<file path="src/rtl/scfp_pkg.sv">
// Shared types and constants for the serial command frame parser.
// Depends on nothing; used by every module in rtl/.
package scfp_pkg;

    // Framing bytes
    localparam logic [7:0] HDR_BYTE    = 8'hFF;
    localparam logic [7:0] ID_BYTE     = 8'h02;
    localparam logic [7:0] LEN_BYTE    = 8'h06;

    localparam int unsigned PAYLOAD_LEN = 16;

    // Frame position codes
    typedef logic [4:0] pos_t;
    localparam pos_t POS_HUNT0      = 5'd0;
    localparam pos_t POS_HUNT1      = 5'd1;
    localparam pos_t POS_WAIT_ID    = 5'd2;
    localparam pos_t POS_WAIT_LEN   = 5'd3;
    localparam pos_t POS_DATA_FIRST = 5'd4;
    localparam pos_t POS_DATA_LAST  = 5'd19;

    // One decoded command
    typedef struct packed {
        logic signed [15:0] pos_x;
        logic        [7:0]  dir_x;
        logic signed [15:0] pos_y;
        logic        [7:0]  dir_y;
        logic signed [15:0] angle;
        logic signed [15:0] goal_x;
        logic        [7:0]  goal_dir_x;
        logic signed [15:0] goal_y;
        logic        [7:0]  goal_dir_y;
        logic signed [15:0] grip_angle;
    } cmd_t;

endpackage

</file>
<file path="src/rtl/scfp_framer.sv">
// Frame position tracking, payload capture and command decode.
// Depends on scfp_pkg.
module scfp_framer (
    input  logic             aclk,
    input  logic             aresetn,
    input  logic             take,
    input  logic [7:0]       rx_byte,
    output logic             cmd_done,
    output scfp_pkg::cmd_t   cmd
);

    localparam int unsigned HELD = scfp_pkg::PAYLOAD_LEN - 1;

    scfp_pkg::pos_t pos_reg;
    scfp_pkg::pos_t pos_next;
    scfp_pkg::pos_t pos_eff;
    logic [7:0]     data_reg [HELD];
    logic [7:0]     p [scfp_pkg::PAYLOAD_LEN];
    logic           shift_en;

    // Treat unused position codes as the start of the hunt
    assign pos_eff = (pos_reg > scfp_pkg::POS_DATA_LAST) ? scfp_pkg::POS_HUNT0 : pos_reg;

    // Advance the frame position on each transfer
    always_comb begin
        pos_next = pos_reg;
        cmd_done = 1'b0;
        shift_en = 1'b0;
        if (take) begin
            case (pos_eff)
                scfp_pkg::POS_HUNT0, scfp_pkg::POS_HUNT1: begin
                    pos_next = (rx_byte == scfp_pkg::HDR_BYTE) ? pos_eff + 5'd1
                                                               : scfp_pkg::POS_HUNT0;
                end
                scfp_pkg::POS_WAIT_ID: begin
                    if (rx_byte == scfp_pkg::ID_BYTE) pos_next = scfp_pkg::POS_WAIT_LEN;
                    else pos_next = scfp_pkg::POS_WAIT_ID;
                end
                scfp_pkg::POS_WAIT_LEN: begin
                    if (rx_byte == scfp_pkg::LEN_BYTE) pos_next = scfp_pkg::POS_DATA_FIRST;
                    else pos_next = scfp_pkg::POS_WAIT_LEN;
                end
                scfp_pkg::POS_DATA_LAST: begin
                    pos_next = scfp_pkg::POS_HUNT0;
                    cmd_done = 1'b1;
                end
                default: begin
                    // payload bytes before the last one
                    pos_next = pos_eff + 5'd1;
                    shift_en = 1'b1;
                end
            endcase
        end
    end

    always_ff @(posedge aclk) begin
        if (!aresetn) begin
            pos_reg <= scfp_pkg::POS_HUNT0;
        end else begin
            pos_reg <= pos_next;
        end
    end

    // Shift payload bytes in; the oldest ends up at index 0
    always_ff @(posedge aclk) begin
        if (shift_en) begin
            for (int i = 0; i < HELD - 1; i++) begin
                data_reg[i] <= data_reg[i+1];
            end
            data_reg[HELD-1] <= rx_byte;
        end
    end

    // Last payload byte comes straight from the input
    always_comb begin
        for (int i = 0; i < HELD; i++) begin
            p[i] = data_reg[i];
        end
        p[HELD] = rx_byte;
    end

    // Decode the little-endian fields
    always_comb begin
        cmd.pos_x      = $signed({p[1], p[0]});
        cmd.dir_x      = p[2];
        cmd.pos_y      = $signed({p[4], p[3]});
        cmd.dir_y      = p[5];
        cmd.angle      = $signed({p[7], p[6]});
        cmd.goal_x     = $signed({p[9], p[8]});
        cmd.goal_dir_x = p[10];
        cmd.goal_y     = $signed({p[12], p[11]});
        cmd.goal_dir_y = p[13];
        cmd.grip_angle = $signed({p[15], p[14]});
    end

endmodule

</file>
<file path="src/rtl/scfp_out_reg.sv">
// Result register: holds a decoded command until the downstream transfer.
// Depends on scfp_pkg.
module scfp_out_reg (
    input  logic             aclk,
    input  logic             aresetn,
    input  logic             load,
    input  scfp_pkg::cmd_t   cmd_in,
    input  logic             out_ready,
    output logic             out_valid,
    output scfp_pkg::cmd_t   cmd_out
);

    logic           valid_reg;
    logic           valid_next;
    scfp_pkg::cmd_t cmd_reg;

    // Drop valid on transfer, set it on a new load
    always_comb begin
        valid_next = valid_reg;
        if (out_ready) valid_next = 1'b0;
        if (load) valid_next = 1'b1;
    end

    always_ff @(posedge aclk) begin
        if (!aresetn) begin
            valid_reg <= 1'b0;
        end else begin
            valid_reg <= valid_next;
        end
    end

    // Hold payload until replaced
    always_ff @(posedge aclk) begin
        if (load) begin
            cmd_reg <= cmd_in;
        end
    end

    assign out_valid = valid_reg;
    assign cmd_out   = cmd_reg;

endmodule

</file>
<file path="src/rtl/serial_command_frame_parser_unit.sv">
// Serial command frame parser: one received byte per transfer, one command per frame.
// Latency: the command appears on m_ the cycle after its last payload byte is taken.
// Throughput: one byte per cycle; s_ready drops only while a result is held and
// m_ready is low, since the single result register is the only buffer.
// Reset (aresetn low, synchronous): return to the header hunt, drop m_valid;
// captured payload bytes are not cleared. Depends on scfp_pkg, scfp_framer, scfp_out_reg.
module serial_command_frame_parser_unit (
    input  logic               aclk,
    input  logic               aresetn,
    input  logic               s_valid,
    output logic               s_ready,
    input  logic [7:0]         s_rx_byte,
    output logic               m_valid,
    input  logic               m_ready,
    output logic signed [15:0] m_pos_x,
    output logic [7:0]         m_dir_x,
    output logic signed [15:0] m_pos_y,
    output logic [7:0]         m_dir_y,
    output logic signed [15:0] m_angle,
    output logic signed [15:0] m_goal_x,
    output logic [7:0]         m_goal_dir_x,
    output logic signed [15:0] m_goal_y,
    output logic [7:0]         m_goal_dir_y,
    output logic signed [15:0] m_grip_angle
);

    logic           take;
    logic           cmd_done;
    scfp_pkg::cmd_t cmd;
    scfp_pkg::cmd_t cmd_out;

    // Accept while the result register is empty or draining
    assign s_ready = !m_valid || m_ready;
    assign take    = s_valid && s_ready;

    scfp_framer u_framer (
        .aclk     (aclk),
        .aresetn  (aresetn),
        .take     (take),
        .rx_byte  (s_rx_byte),
        .cmd_done (cmd_done),
        .cmd      (cmd)
    );

    scfp_out_reg u_out_reg (
        .aclk      (aclk),
        .aresetn   (aresetn),
        .load      (cmd_done),
        .cmd_in    (cmd),
        .out_ready (m_ready),
        .out_valid (m_valid),
        .cmd_out   (cmd_out)
    );

    assign m_pos_x      = cmd_out.pos_x;
    assign m_dir_x      = cmd_out.dir_x;
    assign m_pos_y      = cmd_out.pos_y;
    assign m_dir_y      = cmd_out.dir_y;
    assign m_angle      = cmd_out.angle;
    assign m_goal_x     = cmd_out.goal_x;
    assign m_goal_dir_x = cmd_out.goal_dir_x;
    assign m_goal_y     = cmd_out.goal_y;
    assign m_goal_dir_y = cmd_out.goal_dir_y;
    assign m_grip_angle = cmd_out.grip_angle;

endmodule

</file>
<file path="config.mk">
export PLATFORM = sky130hd
export DESIGN_NAME = serial_command_frame_parser_unit
export DESIGN_NICKNAME = d
export VERILOG_FILES = /design/src/rtl/scfp_pkg.sv /design/src/rtl/scfp_framer.sv /design/src/rtl/scfp_out_reg.sv /design/src/rtl/serial_command_frame_parser_unit.sv
export SDC_FILE = /design/constraint.sdc
export NUM_CORES = 1
export LEC_CHECK = 0
export BUFFER_PORTS_ARGS = -buffer_cell sky130_fd_sc_hd__buf_2
export CORE_UTILIZATION = 30
export CTS_CLUSTER_SIZE = 12
export DETAILED_ROUTE_END_ITERATION = 10
export MAX_ROUTING_LAYER = met4
export PLACE_DENSITY = 0.52
export SLEW_MARGIN = 40
export SYNTH_ARGS = -nofsm -noshare
export SYNTH_HDL_FRONTEND = slang
export SYNTH_SLANG_ARGS = --single-unit
</file>
<file path="constraint.sdc">
create_clock -name aclk -period 22.5 [get_ports aclk]
set_input_delay 3.375 -clock aclk [delete_from_list [all_inputs] [get_ports aclk]]
set_output_delay 3.375 -clock aclk [all_outputs]
set_load 0.005 [all_outputs]
</file>
Word-level counts from Yosys, hierarchy flattened
Memory sizes are Yosys's and may differ from the RTL's. A register that Yosys moved wholly into a read port is not among the register bits.
Index checks and enable logic that the tools add are counted.
{ "word_totals": {"ff_bits": 134, "ram_bits": 120, "input_bits": 12, "output_inout_bits": 130, "wordCells": 42, "memories": 1} }
{ "memory_table": {"columns": ["memory", "depth", "width", "read_ports", "rd_ports_with_merged_regs", "wr", "line", "source"], "rows": [
  ["u_framer.data_reg", 15, 8, 15, 1, 15, "scfp_framer.sv:17", "logic [7:0] data_reg [HELD];"]
]} }
{ "classes": {"addsub": 1, "magnitude_cmp": 1, "n_eq_ne": 7, "muxes": 13, "n_reduce_logical": 7} }
{ "op_table": {"columns": ["operator", "count"], "rows": [
  ["$pmux W5 S4", 1],
  ["$eq A5 B2 Y1 const B", 2],
  ["$mux W5", 2],
  ["$mux W1", 9],
  ["$eq A8 B2 Y1 const B", 1],
  ["$eq A8 B3 Y1 const B", 1],
  ["$eq A8 B8 Y1 const B", 1],
  ["$add A5 B1 Y5 const B", 1],
  ["$eq A5 B1 Y1 const B", 1],
  ["$eq A5 B5 Y1 const B", 1],
  ["$gt A5 B5 Y1 const B", 1],
  ["$logic_not A5 Y1", 1],
  ["$reduce_or A5 Y1", 1],
  ["$mux W3", 1],
  ["$reduce_bool A2 Y1", 1],
  ["$reduce_or A2 Y1", 1],
  ["$logic_and A1 B1 Y1", 1],
  ["$logic_not A1 Y1", 1],
  ["$logic_or A1 B1 Y1", 1]
]} }

Longest topological paths before layout
{ "logic_depth": {"word_depth": 8, "depth_mapped": 5} }

Hierarchy
A second synthesis with hierarchy kept.
{ "hier_totals": {"cells_unflattened": 322, "area_unflattened_um2": 8035.2} }
{ "modules_own_cells": {"columns": ["mod", "n_inst", "cells_per_inst", "area_per_inst_um2", "seq_area_each_um2"], "rows": [
  ["scfp_framer", 1, 189, 4127.7, 3703.6],
  ["scfp_out_reg", 1, 131, 3885.0, 3863.7],
  ["serial_command_frame_parser_unit", 1, 2, 22.5, 0.0]
]} }

Least setup slack after synthesis
Ideal clock, no wire load.
{ "synth_path": {"path_type": "input port to flip-flop", "from": "input port m_ready", "to": "register, netlist name u_out_reg.cmd_out[0]", "setup_time_ns": 0.772, "arrival_time_ns": 12.400, "path_slack_ns": 9.328, "cell_stages": 3, "path_buffers": 0, "cell_sequence": "nand2b_1 nand2_1 nor3_1"} }
{ "synth_via": {"elab_chain_len": 3} }
{ "synth_rtl": {"columns": ["element", "line", "source"], "rows": [
  ["start: declaration", "serial_command_frame_parser_unit.sv:14", "input logic m_ready,"],
  ["$logic_or A1 B1 Y1", "serial_command_frame_parser_unit.sv:33", "assign s_ready = !m_valid || m_ready;"],
  ["$logic_and A1 B1 Y1", "serial_command_frame_parser_unit.sv:34", "assign take = s_valid && s_ready;"],
  ["$mux W1", "scfp_framer.sv:29", "if (take) begin"],
  ["named net cmd_done", "serial_command_frame_parser_unit.sv:28", "logic cmd_done;"]
]} }
The timed path passes the listed nets, and every way through them passes these cells.
A chain may end at the register's enable or synchronous reset.

Worst setup path after layout
{ "layout_path": {"from": "input port m_ready", "to": "output port s_ready"} }
{ "layout_via": {"elab_chain_len": 1} }
{ "layout_rtl": {"columns": ["element", "line", "source"], "rows": [
  ["$logic_or A1 B1 Y1", "serial_command_frame_parser_unit.sv:33", null],
  ["end: declaration", "serial_command_frame_parser_unit.sv:11", "output logic s_ready,"]
]} }
No other way between the ends.

==> results.toml <==
[worst_setup_path]
crit_type = "input port to output port"
critical_path_required_ns = 19.12
cp-start-kind = "input port"
crit_top_cell = "buf_2"
r2r_slack_ns = 19.87
cpMaxStageDelayCell = "nand2b_1"
crit_path_end_kind = "output port"
crit_chain = "buf_2 > nand2b_1 > buf_2"
cpPeakStageDelay_ns = 0.18
crit_family = "buffers and inverters"
arrival_ns = 3.80
cp_num_buf_inv = 2
worstPathMaxFanout = 5

[floorplanning]
num_rows = 59
die_h_um = 165.3
initial_core_util_pct = 30.59
fp.dieW_um = 165.3
die_area_mm2 = 0.02731
core_area_mm2 = 0.02613
num_io_pins = 142

[sta]
finalCriticalPeriod_ns = 7.179
tightest_slew_ns = 0.7225
slew_violations = 0
rsz0062_at_grt = "no"
finalHoldViolCount = 0
fin_skew_ns = 0.009685
max_slew_margin_pct = 51.83
fmax_mhz = 139.3
fin_crit_sh_pct = 31.90
setup_tns_ns = 0
setup_violations = 0

[global_routing]
busiest_layer = "met2"
grt_usage_pct = 9.639
use_met3_pct = 3.222
grt_pass1_vias = 3547
grt_max_degree = 73
antenna_found_initial = 0
gr-usage-met2_pct = 14.04
gr-total-overflow = 0
grt_use_met1_pct = 12.48
grt_pass1_wl_um = 19670

[clock_tree]
cts_hold_buffers = 0
cts_buffers = 27
cts_tree = "done"
cts_root_buf = "clkbuf_16"
clock_latency_ns = 0.52
post_cts_resized = 0
h-tree-depth = 1
clk_pin_slew_ns = 0.05
clkSinkCount = 254
post_cts_buffers = 0
clockBufferDepth = 3

[routing]
ant_nets = 0
wirelength_um = 13140
vias_per_cell = 4.260
avgRoutedWirePerCell_um = 15.67
vias = 3574
first_iter_violations = 275
drc = 35
drt-pass1-iter-count = 8

[layout]
fillers = 2430
nNetsFinal = 501
drive_above_1_share_pct = 36.71
largest_register_ffs = 128
area_growth_pct = 24.18
antenna_cells = 0
layoutNonFillerInstCount = 839

[yosys]
synth-seq-cells = 254
yosys_warnings = 0
yosys-top-cells-area = "edfxtp_1 (93%), dfxtp_1 (1.5%), buf_6 (0.42%)"
synthFlopType = "edfxtp_1"
seq_area_frac_synth_pct = 94.65
syn_inst = 319
synth_cell_types = 36
synth_nets = 331
synth_top_area_share_pct = 93.15
yosysTopAreaCell = "edfxtp_1"
synth_edf_count = 248
synthArstFlopShare_pct = 0
avgSynthCellArea_um2 = 25.06
synthesis.area_mm2 = 0.007995

[placement]
gp_congestion = 0.7664
io_buffers = 141
dp_hpwl_um = 7806
dpl.cell_count = 795

[pwr]
p_leak_nw = 3.375
max-vdd-ir-drop_v = 0.00003531
power_uw = 940.0
p_per_area_mw_per_mm2 = 94.68

[status]
violations = "DRC"
status = "finished, violations left"

[hold_path]
hp-class = "flop to flop"

[flow_run]
maxCapViolations = 0
path summary, 6_finish.rpt:
| check | end | start | depth (start not counted) |
|---|---|---|---|
| max reg2reg | u_out_reg.cmd_out[67] | u_framer.pos_reg[4] | 4 |
| min reg2reg | u_out_reg.cmd_out[118] | u_framer.data_reg[0][6] | 0 |
| max | s_ready | m_ready | 3 |
| min | u_out_reg.cmd_out[118] | u_framer.data_reg[0][6] | 0 |
cell type report:
type | instances | area [um^2] | area share, %
sequential | 254 | 7567 | 76.22
timing repair buffer | 146 | 750.7 | 7.561
inverter | 3 | 11.26 | 0.1134
clock buffer | 34 | 701.9 | 7.070
multi-input combinational | 57 | 376.6 | 3.793
clock inverter | 10 | 101.3 | 1.021
tap | 335 | 419.2 | 4.222
metrics by stage:
stage / utilization [%] / setup slack [ns] / area (um^2) / hold slack (ns)
after floorplan: - / 9.328 / 7995 / 0.4003
after global placement: 34.89 / 15.34 / 9117 / 0.4034
after detailed placement: 34.90 / 15.33 / 9121 / 0.4052
after CTS: 37.98 / 15.32 / 9925 / 0.4186
after global routing: 37.99 / 15.29 / 9928 / 0.4415
final: 37.99 / 15.32 / 9928 / 0.4167
synthesized netlist by cell type (2+ instances only):
master / number
edfxtp_1: 248
o21ai_0: 6
o31ai_1: 2
dfxtp_1: 6
nor2_1: 5
buf_6: 3
and2_1: 2
inv_1: 3
nor3_1: 5
nand2_1: 5
and3_1: 3
nand3_1: 2
nand4_1: 3
nand2b_1: 2
a21oi_1: 3
layer usage:
layer | vias up | part of all wire (%)
li1 | 1623 | -
met1 | 1760 | 44
met2 | 168 | 44
met3 | 23 | 9.5
met4 | 0 | 2.1
met5 | - | 0
report_power, final:
part	switching (mW)	internal, mW
Clock	0.163	0.241
Sequential	0.00349	0.523
Combinational	0.00689	0.00254
Total	0.174	0.766
worst register-to-register path: stages, from the launching register on:
cell	delay (ns)
dfxtp_1	0.55
or3b_1	0.48
nor3_2	0.19
buf_4	0.42
buf_6	0.57
cells by family (layout without fill, tap and decap cells):
family	count (synthesis)	after routing	synth area share (%)
XOR/XNOR	1	1	0.1096
flip-flops	254	254	94.65
AO/OA/AOI/OAI	20	20	1.612
AND/OR/NAND/NOR	36	36	2.833
buffers and inverters	8	193	0.7980
cell usage in the layout (no fill, tap or decap), types with 3 or more instances in the layout:
cell	synthesis	layout
clkbuf_1	1	7
dfxtp_1	6	6
edfxtp_1	248	248
and3_1	3	3
nand2_1	5	5
clkinv_1	0	5
o21ai_0	6	6
buf_2	0	141
clkbuf_16	0	27
a21oi_1	3	3
nor3_1	5	4
nand4_1	3	3
nor2_1	5	4
inv_1	3	3
buf_4	0	3
(Power assumes the default switching activity.)
